$ cat src/hdl/dlde_pkg.sv
// package for the depth-limited dfs engine: sizes, register indexes,
// sequencer states and the stack control struct; no dependencies
`default_nettype none

package dlde_pkg;

    localparam int NODES       = 4;
    localparam int STACK_DEPTH = 17;

    localparam int NODE_W  = 2;
    localparam int CNT_W   = 3;
    localparam int DEPTH_W = 6;
    localparam int COL_W   = $clog2(NODES);
    localparam int SP_W    = $clog2(STACK_DEPTH + 1);
    localparam int SI_W    = $clog2(STACK_DEPTH);
    localparam int CFG_W   = 6;
    localparam int IDX_W   = 2;

    localparam logic [IDX_W-1:0] CFG_NODE_COUNT  = 2'd0;
    localparam logic [IDX_W-1:0] CFG_ROOT_NODE   = 2'd1;
    localparam logic [IDX_W-1:0] CFG_GOAL_NODE   = 2'd2;
    localparam logic [IDX_W-1:0] CFG_DEPTH_LIMIT = 2'd3;

    localparam logic MODE_EDGE   = 1'b0;
    localparam logic MODE_SEARCH = 1'b1;

    typedef enum logic [2:0] {
        ST_IDLE,
        ST_POP,
        ST_SCAN,
        ST_FINISH,
        ST_EMIT
    } state_t;

    typedef struct packed {
        logic init;
        logic push;
        logic pop;
    } stk_ctl_t;

endpackage

`default_nettype wire

$ cat src/hdl/dlde_stack.sv
// open-node stack of the dfs engine: init with one entry, push, pop
// depends on dlde_pkg
`default_nettype none

module dlde_stack (
    input  wire logic                        aclk,
    input  wire logic                        aresetn,
    input  wire dlde_pkg::stk_ctl_t          ctl,
    input  wire logic [dlde_pkg::NODE_W-1:0] push_data,
    output logic      [dlde_pkg::NODE_W-1:0] top_data,
    output logic      [dlde_pkg::SP_W-1:0]   count
);

    logic [dlde_pkg::NODE_W-1:0] mem [dlde_pkg::STACK_DEPTH];
    logic [dlde_pkg::SP_W-1:0]   count_reg;
    logic [dlde_pkg::SP_W-1:0]   count_next;
    logic [dlde_pkg::SP_W-1:0]   top_ptr;
    logic                        has_room;

    assign has_room = count_reg < dlde_pkg::SP_W'(dlde_pkg::STACK_DEPTH);
    assign top_ptr  = count_reg - dlde_pkg::SP_W'(1);
    assign top_data = mem[top_ptr[dlde_pkg::SI_W-1:0]];
    assign count    = count_reg;

    always_comb begin
        count_next = count_reg;
        if (ctl.init) begin
            count_next = dlde_pkg::SP_W'(1);
        end else if (ctl.push && has_room) begin
            count_next = count_reg + dlde_pkg::SP_W'(1);
        end else if (ctl.pop) begin
            count_next = top_ptr;
        end
    end

    always_ff @(posedge aclk) begin
        if (!aresetn) begin
            count_reg <= '0;
        end else begin
            count_reg <= count_next;
        end
    end

    always_ff @(posedge aclk) begin
        if (ctl.init) begin
            mem[0] <= push_data;
        end else if (ctl.push && has_room) begin
            mem[count_reg[dlde_pkg::SI_W-1:0]] <= push_data;
        end
    end

endmodule

`default_nettype wire

$ cat src/hdl/depth_limited_dfs_engine_unit.sv
// top level of the depth-limited dfs engine: adjacency matrix, depth table,
// sequencer and result register; depends on dlde_pkg and dlde_stack
//
//   channel   direction   tdata                     tuser / tlast
//   s_        in          from_node, to_node        tuser: mode
//   m_        out         visited_node              tuser: found, tlast: last
//   cfg_      in          register value            index 0..3
//
// an edge load is taken in the idle state; a search starts by loading the root into the stack,
// then each popped node passes through the pop state, a scan over the nodes in use and a finish
// state when it is expanded, then the emit state; the scan walks one column a cycle
// reset clears the matrix and the stack count and restores the register defaults
// s_tready is low for the whole search; a stalled result holds the sequencer
`default_nettype none

module depth_limited_dfs_engine_unit (
    input  wire logic                       aclk,
    input  wire logic                       aresetn,
    input  wire logic                       s_tvalid,
    output logic                            s_tready,
    input  wire logic [7:0]                 s_tdata,   // from_node, to_node
    input  wire logic                       s_tuser,   // mode
    output logic                            m_tvalid,
    input  wire logic                       m_tready,
    output logic      [7:0]                 m_tdata,   // visited_node
    output logic                            m_tlast,
    output logic                            m_tuser,   // found
    input  wire logic                       cfg_we,
    input  wire logic [dlde_pkg::IDX_W-1:0] cfg_index,
    input  wire logic [dlde_pkg::CFG_W-1:0] cfg_data
);

    localparam int NW = dlde_pkg::NODE_W;
    localparam int DW = dlde_pkg::DEPTH_W;
    localparam int CW = dlde_pkg::CNT_W;
    localparam int LW = dlde_pkg::COL_W;

    logic [CW-1:0] node_count_reg;
    logic [NW-1:0] root_node_reg;
    logic [NW-1:0] goal_node_reg;
    logic [DW-1:0] depth_limit_reg;

    logic [dlde_pkg::NODES-1:0] edge_reg  [dlde_pkg::NODES];
    logic [DW-1:0]              depth_reg [dlde_pkg::NODES];

    dlde_pkg::state_t state_reg, state_next;
    logic [NW-1:0] node_reg, node_next;
    logic [LW-1:0] col_reg, col_next;
    logic [DW-1:0] lvl_reg, lvl_next;
    logic [NW-1:0] res_node_reg, res_node_next;
    logic          res_last_reg, res_last_next;
    logic          res_found_reg, res_found_next;
    logic          m_valid_reg, m_valid_next;
    logic [NW-1:0] m_node_reg, m_node_next;
    logic          m_last_reg, m_last_next;
    logic          m_found_reg, m_found_next;

    dlde_pkg::stk_ctl_t        stk_ctl;
    logic [NW-1:0]             stk_data;
    logic [NW-1:0]             stk_top;
    logic [dlde_pkg::SP_W-1:0] stk_count;
    logic [dlde_pkg::SP_W-1:0] cnt_after;

    logic          edge_set;
    logic          edge_clr;
    logic [NW-1:0] edge_row;
    logic [LW-1:0] edge_col;
    logic          depth_we;
    logic [NW-1:0] depth_addr;
    logic [DW-1:0] depth_val;

    logic [CW-1:0] n_eff;
    logic [NW-1:0] in_from;
    logic [NW-1:0] in_to;
    logic [DW:0]   next_lvl;

    assign n_eff = (node_count_reg > CW'(dlde_pkg::NODES)) ?
                   CW'(dlde_pkg::NODES) : node_count_reg;
    assign in_from   = s_tdata[NW-1:0];
    assign in_to     = s_tdata[2*NW-1:NW];
    assign next_lvl  = {1'b0, depth_reg[stk_top]} + (DW+1)'(1);
    assign cnt_after = stk_count - dlde_pkg::SP_W'(1);

    assign s_tready = (state_reg == dlde_pkg::ST_IDLE);
    assign m_tvalid = m_valid_reg;
    assign m_tdata  = {{(8-NW){1'b0}}, m_node_reg};
    assign m_tlast  = m_last_reg;
    assign m_tuser  = m_found_reg;

    dlde_stack u_stack (
        .aclk      (aclk),
        .aresetn   (aresetn),
        .ctl       (stk_ctl),
        .push_data (stk_data),
        .top_data  (stk_top),
        .count     (stk_count)
    );

    always_comb begin
        state_next     = state_reg;
        node_next      = node_reg;
        col_next       = col_reg;
        lvl_next       = lvl_reg;
        res_node_next  = res_node_reg;
        res_last_next  = res_last_reg;
        res_found_next = res_found_reg;
        m_valid_next   = m_valid_reg && !m_tready;
        m_node_next    = m_node_reg;
        m_last_next    = m_last_reg;
        m_found_next   = m_found_reg;
        stk_ctl        = '0;
        stk_data       = root_node_reg;
        edge_set       = 1'b0;
        edge_clr       = 1'b0;
        edge_row       = in_from;
        edge_col       = in_to[LW-1:0];
        depth_we       = 1'b0;
        depth_addr     = root_node_reg;
        depth_val      = '0;

        unique case (state_reg)
            dlde_pkg::ST_IDLE: begin
                if (s_tvalid) begin
                    if (s_tuser == dlde_pkg::MODE_EDGE) begin
                        edge_set = ({1'b0, in_from} < n_eff) && ({1'b0, in_to} < n_eff);
                    end else begin
                        stk_ctl.init = 1'b1;
                        depth_we     = 1'b1;
                        state_next   = dlde_pkg::ST_POP;
                    end
                end
            end
            dlde_pkg::ST_POP: begin
                stk_ctl.pop    = 1'b1;
                node_next      = stk_top;
                res_node_next  = stk_top;
                res_found_next = 1'b0;
                res_last_next  = (cnt_after == '0);
                if (stk_top == goal_node_reg) begin
                    res_found_next = 1'b1;
                    res_last_next  = 1'b1;
                    state_next     = dlde_pkg::ST_EMIT;
                end else if (({1'b0, stk_top} < n_eff) &&
                             (next_lvl <= {1'b0, depth_limit_reg})) begin
                    lvl_next   = next_lvl[DW-1:0];
                    col_next   = '0;
                    state_next = dlde_pkg::ST_SCAN;
                end else begin
                    state_next = dlde_pkg::ST_EMIT;
                end
            end
            dlde_pkg::ST_SCAN: begin
                edge_row = node_reg;
                edge_col = col_reg;
                if (edge_reg[node_reg][col_reg]) begin
                    edge_clr     = 1'b1;
                    depth_we     = 1'b1;
                    depth_addr   = NW'(col_reg);
                    depth_val    = lvl_reg;
                    stk_ctl.push = 1'b1;
                    stk_data     = NW'(col_reg);
                end
                if ({1'b0, col_reg} == n_eff - CW'(1)) begin
                    state_next = dlde_pkg::ST_FINISH;
                end else begin
                    col_next = col_reg + LW'(1);
                end
            end
            dlde_pkg::ST_FINISH: begin
                res_last_next = (stk_count == '0);
                state_next    = dlde_pkg::ST_EMIT;
            end
            dlde_pkg::ST_EMIT: begin
                if (!m_valid_reg || m_tready) begin
                    m_valid_next = 1'b1;
                    m_node_next  = res_node_reg;
                    m_last_next  = res_last_reg;
                    m_found_next = res_found_reg;
                    state_next   = res_last_reg ? dlde_pkg::ST_IDLE : dlde_pkg::ST_POP;
                end
            end
            default: begin
                state_next = dlde_pkg::ST_IDLE;
            end
        endcase
    end

    always_ff @(posedge aclk) begin
        if (!aresetn) begin
            state_reg   <= dlde_pkg::ST_IDLE;
            m_valid_reg <= 1'b0;
        end else begin
            state_reg   <= state_next;
            m_valid_reg <= m_valid_next;
        end
    end

    always_ff @(posedge aclk) begin
        node_reg      <= node_next;
        col_reg       <= col_next;
        lvl_reg       <= lvl_next;
        res_node_reg  <= res_node_next;
        res_last_reg  <= res_last_next;
        res_found_reg <= res_found_next;
        m_node_reg    <= m_node_next;
        m_last_reg    <= m_last_next;
        m_found_reg   <= m_found_next;
    end

    always_ff @(posedge aclk) begin
        if (!aresetn) begin
            for (int r = 0; r < dlde_pkg::NODES; r++) begin
                edge_reg[r] <= '0;
            end
        end else if (edge_set) begin
            edge_reg[edge_row][edge_col] <= 1'b1;
        end else if (edge_clr) begin
            edge_reg[edge_row][edge_col] <= 1'b0;
        end
    end

    always_ff @(posedge aclk) begin
        if (depth_we) begin
            depth_reg[depth_addr] <= depth_val;
        end
    end

    always_ff @(posedge aclk) begin
        if (!aresetn) begin
            node_count_reg  <= CW'(dlde_pkg::NODES);
            root_node_reg   <= '0;
            goal_node_reg   <= '0;
            depth_limit_reg <= '0;
        end else if (cfg_we) begin
            unique case (cfg_index)
                dlde_pkg::CFG_NODE_COUNT:  node_count_reg  <= cfg_data[CW-1:0];
                dlde_pkg::CFG_ROOT_NODE:   root_node_reg   <= cfg_data[NW-1:0];
                dlde_pkg::CFG_GOAL_NODE:   goal_node_reg   <= cfg_data[NW-1:0];
                dlde_pkg::CFG_DEPTH_LIMIT: depth_limit_reg <= cfg_data[DW-1:0];
                default: begin
                end
            endcase
        end
    end

endmodule

`default_nettype wire
$ cat config.mk
export PLATFORM = sky130hd
export DESIGN_NAME = depth_limited_dfs_engine_unit
export DESIGN_NICKNAME = d
export VERILOG_FILES = /design/src/hdl/dlde_pkg.sv /design/src/hdl/dlde_stack.sv /design/src/hdl/depth_limited_dfs_engine_unit.sv
export SDC_FILE = /design/constraint.sdc
export NUM_CORES = 1
export LEC_CHECK = 0
export ABC_AREA = 0
export BUFFER_PORTS_ARGS = -buffer_cell sky130_fd_sc_hd__buf_4
export CAP_MARGIN = 20
export CORE_AREA = 2 2 108 110
export DETAILED_ROUTE_END_ITERATION = 10
export DIE_AREA = 0 0 110 112
export PLACE_DENSITY = 0.77
export SLEW_MARGIN = 20
export SYNTH_ARGS = -nofsm -noshare
export SYNTH_HDL_FRONTEND = slang
export SYNTH_SLANG_ARGS = --single-unit
$ cat constraint.sdc
create_clock -name aclk -period 4.8 [get_ports aclk]
set_input_delay 0.72 -clock aclk [delete_from_list [all_inputs] [get_ports aclk]]
set_output_delay 0.72 -clock aclk [all_outputs]
set_load 0.05 [all_outputs]
**Word level (Yosys, flattened, before mapping)**

Memory sizes are Yosys's and may differ from the RTL's. A register that Yosys moved wholly into a read port is not among the register bits.
Index checks and enable logic that the tools add are counted.

- Add/subtract/negate cells: 5
- $lt $le $gt $ge: 9
- Equal/unequal tests: 16
- Mux-type cells: 67
- Bitwise gates (word level): 6
- Reduce and logical (&&, ||, !) cells: 27

Operators with widths:

| cell | number |
|---|---|
| 1-bit two-way mux | 35 |
| 3-bit two-way mux | 7 |
| 2-bit two-way mux | 10 |
| 4-bit two-way mux | 4 |
| 5-bit two-way mux | 3 |
| 3-bit one-hot mux with 5 select lines | 1 |
| 6-bit two-way mux | 2 |
| 2-bit inequality test (second input constant) | 6 |
| 5-bit zero test | 2 |
| 2-bit AND reduction | 5 |
| 2-bit by 3-bit less-than comparator with 1-bit output | 3 |
| 4-bit AND reduction | 2 |
| 6-bit by 1-bit adder with 7-bit output (second input constant) | 1 |
| 7-bit by 6-bit less-or-equal comparator with 1-bit output | 1 |
| 3-bit by 2-bit equality test with 1-bit output (second input constant) | 2 |
| 2-bit by 3-bit less-than comparator with 1-bit output (second input constant) | 2 |
| 2-bit nonzero test | 3 |
| 5-bit by 1-bit adder with 5-bit output (second input constant) | 1 |
| 1-bit logical AND | 5 |
| 5-bit less-than comparator (second input constant) | 1 |
| 5-bit by 1-bit subtractor with 5-bit output (second input constant) | 1 |
| 2-bit equality test (second input constant) | 2 |
| 1-bit bitwise OR | 4 |
| 1-bit one-hot mux with 2 select lines | 2 |
| other kinds (22) | 25 |

- Register bits after elaboration: 38
- Memory bits (writable): 74
- Bits of input ports: 22
- Output and inout bits: 12
- Word-level logic and storage cells: 149
- Memories: 3

Memories:

| name | words | width | rd ports | clocked after Yosys merged registers in | wr ports | line | text |
|---|---|---|---|---|---|---|---|
| u_stack.mem | 17 | 2 | 1 | 0 | 1 | dlde_stack.sv:14 | `logic [dlde_pkg::NODE_W-1:0] mem [dlde_pkg::STACK_DEPTH];` |
| depth_reg | 4 | 6 | 1 | 0 | 1 | depth_limited_dfs_engine_unit.sv:44 | `logic [DW-1:0] depth_reg [dlde_pkg::NODES];` |
| edge_reg | 4 | 4 | 1 | 1 | 4 | depth_limited_dfs_engine_unit.sv:43 | `logic [dlde_pkg::NODES-1:0] edge_reg [dlde_pkg::NODES];` |

**Depth between registers and ports, before layout**

- Depth in word-level cells: 13
- Gate-level depth with buffers: 25

**Modules after synthesis**

A second synthesis with hierarchy kept.

- Cells, all modules: 456
- Area, all modules: 5774.3 µm²

By module, submodules not included:

| module | times used | cells an instance | area each (µm²) | sequential area each (µm²) |
|---|---|---|---|---|
| depth_limited_dfs_engine_unit | 1 | 320 | 3903.7 | 2062.0 |
| dlde_stack | 1 | 136 | 1870.5 | 1121.1 |

**Worst setup path after synthesis**

No wires, ideal clock.

- Path type: flip-flop to flip-flop
- Start: register u_stack.count_reg, in the netlist u_stack.count[0]
- End: register lvl_reg[0], enable pin
- Setup time: 0.377 ns
- Arrival: 4.638 ns
- Required time: 4.423 ns
- Setup slack: -0.215 ns
- Stages on the path, launching flop included: 25
- Buffers on the path: 4
- Path through: dfxtp_1 buf_6 buf_4 inv_1 ha_1 clkbuf_1 mux4_2 mux2i_1 o21ai_0 nand3_2 inv_2 buf_4 mux2i_1 mux2_2 inv_1 ha_1 ha_1 nor2b_1 o21a_1 o21a_1 o21ai_0 nand2b_1 a21oi_1 nor3_1 nor3_1

- Longest elaborated chain between the ends: 7

Ends and longest elaborated chain:

| item | line | text |
|---|---|---|
| start, declared | dlde_stack.sv:15 | `logic [dlde_pkg::SP_W-1:0] count_reg;` |
| start signal, assigned | dlde_stack.sv:40 | `count_reg <= count_next;` |
| 5-bit by 1-bit subtractor with 5-bit output | dlde_stack.sv:21 | `assign top_ptr = count_reg - dlde_pkg::SP_W'(1);` |
| memory read 17 x 2 bit | - |  |
| net stk_top[1] | depth_limited_dfs_engine_unit.sv:60 | `logic [NW-1:0] stk_top;` |
| memory read 4 x 6 bit | - |  |
| 6-bit by 1-bit adder with 7-bit output | depth_limited_dfs_engine_unit.sv:81 | `assign next_lvl = {1'b0, depth_reg[stk_top]} + (DW+1)'(1);` |
| net next_lvl[1] | depth_limited_dfs_engine_unit.sv:75 | `logic [DW:0] next_lvl;` |
| 7-bit by 6-bit less-or-equal comparator with 1-bit output | depth_limited_dfs_engine_unit.sv:144 | `(next_lvl <= {1'b0, depth_limit_reg})) begin` |
| 1-bit logical AND | depth_limited_dfs_engine_unit.sv:143 | `end else if (({1'b0, stk_top} < n_eff) &&` |
| 3-bit AND reduction (no line) | - |  |
| end signal, assigned | depth_limited_dfs_engine_unit.sv:201 | `lvl_reg <= lvl_next;` |
| end, declared | depth_limited_dfs_engine_unit.sv:49 | `logic [DW-1:0] lvl_reg, lvl_next;` |

The timed path passes the listed nets, and every way through them passes these cells.
A chain may end at the register's enable or synchronous reset.

**Final worst setup path**

- Start: register u_stack.count_reg, in the netlist u_stack.count[0]
- End: register state_reg[2]

- Longest elaborated chain between the ends: 9

Ends and longest elaborated chain:

| item | line | text |
|---|---|---|
| 5-bit by 1-bit subtractor with 5-bit output | dlde_stack.sv:21 |  |
| memory read 17 x 2 bit | - |  |
| memory read 4 x 6 bit | - |  |
| 6-bit by 1-bit adder with 7-bit output | depth_limited_dfs_engine_unit.sv:81 |  |
| net next_lvl[4] | depth_limited_dfs_engine_unit.sv:75 |  |
| 7-bit by 6-bit less-or-equal comparator with 1-bit output | depth_limited_dfs_engine_unit.sv:144 |  |
| 1-bit logical AND | depth_limited_dfs_engine_unit.sv:143 |  |
| 3-bit two-way mux | depth_limited_dfs_engine_unit.sv:143 |  |
| 3-bit two-way mux | depth_limited_dfs_engine_unit.sv:139 | `if (stk_top == goal_node_reg) begin` |
| 3-bit one-hot mux with 5 select lines | depth_limited_dfs_engine_unit.sv:121 | `unique case (state_reg)` |
| end signal, assigned | depth_limited_dfs_engine_unit.sv:190 | `state_reg <= dlde_pkg::ST_IDLE;` |
| end signal, assigned | depth_limited_dfs_engine_unit.sv:193 | `state_reg <= state_next;` |
| end, declared | depth_limited_dfs_engine_unit.sv:46 | `dlde_pkg::state_t state_reg, state_next;` |

The timed path passes the listed nets, and every way through them passes these cells.

==> flow_summary.yaml <==
power_and_ir_drop:
  pwr-share-seq: 0.263
  p_leak_nw: 2.59
  ir_worst_vdd_mv: 0.512
  p_int_mw: 3.29
  p_sw_mw: 2.12
  power_density_nw_per_um2: 777
  clock_power_share: 0.238
  swShare: 0.392
  combinationalPowerShare: 0.499
cells_and_area:
  drive_above_1_share: 0.224
  final_area_um2: 6970
  seq_area_um2: 3180
  fin_nets: 582
  final_common_cell: "edfxtp_1"
  multiInputGateArea_um2: 2570
  fillers: 822
  largest_reg_flops: 34
  mostFrequentLayoutCells: "90 x edfxtp_1, 44 x buf_4, 42 x nand2_1"
  syn2layout_area_growth_pct: 20.1
  diodes: 0
die:
  io_pins: 34
  chipHeight_um: 112
  initial_core_util: 0.520
  die_w_um: 110
  rows: 39
  die-area_um2: 12300
  coreArea_um2: 11200
timing:
  fin_skew_ns: 0.00768
  setup_ws_ns: 0.138
  maxSlewViolCount: 0
  clock.fmax_mhz: 215
  hold_viol: 0
  slew_headroom: 0.302
  finalCritPeriodShare: 0.971
  setup-violations-final: 0
  hold_slack_ns: 0.432
  tightest_slew_ns: 1.04
  min_period_ns: 4.66
clocking:
  clock-sinks: 114
  htreeDepth: 4
  cts.root.buffer_cell: "clkbuf_16"
  clock_latency_ns: 0.41
  cts.clk_slew.worst_paths_ns: 0.06
  cts_tree: "done"
  holdBufCountCts: 0
  cts_max_path_buffers: 2
  cts_buffers: 17
synth:
  synth_top_family_by_area: "simple AND/OR/NAND/NOR gates"
  avgSynthCellArea_um2: 11.6
  synth_area_leaders: "edfxtp_1 47%, dfxtp_1 8.3%, mux4_2 4.7%"
  ys.flop_type: "edfxtp_1"
  netlist_instances: 502
  synth_enable_flop_cells: 90
  async_reset_ff_frac: 0
  synth_xor_area_frac: 0.0196
  synth-simple-area-share: 0.162
  post_synth_fa_ha_maj_area_fraction: 0.0302
  yosysTopAreaCellShare: 0.466
  syn_area_um2: 5810
  ys_warn_count: 0
  ys_ff_latch: 114
  synth_compound_area_frac: 0.0972
  yosysUniqueCellTypes: 63
  synth_mux_area_frac: 0.105
  ys_seq_area_frac: 0.548
  yosys.area.top_type: "edfxtp_1"
worst_hold_path:
  hp-class: "flop to flop"
worst_setup_path:
  critPathCaptureType: "flop"
  crit_path_max_fanout: 5
  crit_arrival_ns: 4.96
  cp-start-kind: "flop"
  path_class: "flop to flop"
  critPathRequiredTime_ns: 5.10
detailed_routing:
  drtAntennaViolNets: 0
  drcViolationCount: 0
  wl_um: 13200
  drt-initial-drc-count: 477
  dr.pass1.iters: 7
  viasPerCell: 5.98
  dr_total_vias: 4201
  wl_per_cell_um: 18.8
grt:
  gr-total-overflow: 0
  grt_max_degree: 38
  grt_pass1_wl_um: 20600
  grt_antenna_before_repair: 0
  grt_use_total: 0.222
  grt_pass1_vias: 4070
place:
  gp_congestion: 0.886
  portBuffers: 23
  placed_cell_area_um2: 6150
  dpl.hpwl_um: 8670
  preCtsSetupSlack_ns: -0.187
run:
  cap_violations: 0
outcome:
  status: "complete, no violations"
final timing paths:
kind	startpoint	slack (ns)	to	cells after the start
min reg2reg	res_found_reg$_DFFE_PP_	0.43	m_tuser$_DFFE_PP_	0
max reg2reg	u_stack.count[0]$_SDFFE_PN0P_	0.14	state_reg[2]$_SDFFE_PN0P_	21
max	u_stack.count[0]$_SDFFE_PN0P_	0.14	state_reg[2]$_SDFFE_PN0P_	21
min	res_found_reg$_DFFE_PP_	0.43	m_tuser$_DFFE_PP_	0
per-stage QoR:
step | instances | power (mW) | TNS, ns | utilization
2_1_floorplan | 507 | 3.06 | 0 | -
4_1_cts | 693 | 5.05 | -0.0159 | 0.608
3_3_place_gp | 661 | 3.62 | 0 | 0.550
5_1_grt | 702 | 5.69 | -0.0992 | 0.624
3_5_place_dp | 661 | 3.71 | -1.58 | 0.550
6_report | 702 | 5.41 | 0 | 0.624
power by group through the flow:
stage                     sequential (mW)  combinational, mW  clock, mW
after floorplan                      1.39               1.67          0
after global placement               1.42               2.20          0
after detailed placement             1.43               2.28          0
after CTS                            1.41               2.34       1.29
after global routing                 1.44               2.90       1.34
final                                1.42               2.70       1.29
per-layer routing:
metal,routed length (um),GRT usage
met1,5310,0.302
met4,270,0.0895
met2,6540,0.339
met3,1100,0.0556
met5,0,0
timing repair:
action | in CTS | in global routing
endpoints found under the hold margin | 0 | 0
endpoints found under the setup margin | 10 | 10
gates resized for setup | 5 | 24
gates cloned | 0 | 1
pin swaps | 1 | 8
buffers inserted | 0 | 8
critical path, cell delays in order, from the launching register on:
cell and delay (ns):
dfxtp_2 0.34, inv_1 0.08, buf_4 0.15, ha_2 0.21, xnor2_2 0.21, buf_6 0.16
mux2_2 0.36, o21ai_2 0.16, nand3_4 0.18, mux2_1 0.37, mux2_2 0.31, and3_1 0.21
xnor2_1 0.15, ha_1 0.30, and3_1 0.16, nand3_1 0.12, nor2_2 0.16, nand2_1 0.07
mux2i_1 0.19, nor3_2 0.10, buf_4 0.16, o41a_1 0.39
cell type report:
class,instances,area share
multi-input cells,348,0.369
flip-flops and latches,114,0.457
repair buffers,46,0.0506
well taps,143,0.0257
inverters,19,0.0102
clock inverters,15,0.0264
clock buffers,17,0.0610
Yosys cell counts, types with 2 or more instances:
library cell	instances
mux2_1	2
o21ai_1	2
nand2_1	42
o211ai_1	2
ha_1	14
mux2i_1	25
nor3b_1	5
inv_1	18
buf_2	2
o32a_1	2
o32ai_1	2
and3_1	8
buf_1	3
nor4_1	2
o21ai_2	2
buf_4	9
dfxtp_1	24
o21ai_0	22
o21a_1	4
a31oi_1	8
or3_1	3
or2_2	2
o31ai_1	7
nor2_1	43
nand4_1	4
mux2_2	6
o22ai_1	2
clkbuf_1	12
a21boi_0	2
nand3_2	2
nor2b_1	18
edfxtp_1	90
mux4_2	12
xor2_1	4
nand3b_1	7
and2_1	7
nor3_1	13
xnor2_1	9
or2_1	2
nand3_1	6
a21oi_1	19
nand2b_1	13
cell families (layout without fill, tap and decap cells):
family          after synthesis  after routing
xor+xnor                     13             13
flops                       114            114
compound gates               87             87
buf+inv                      46             97
fa+ha+maj                    14             14
mux                          45             45
other cells                   1              6
simple gates                182            183
No activity file was read; power rests on OpenSTA's default activity.
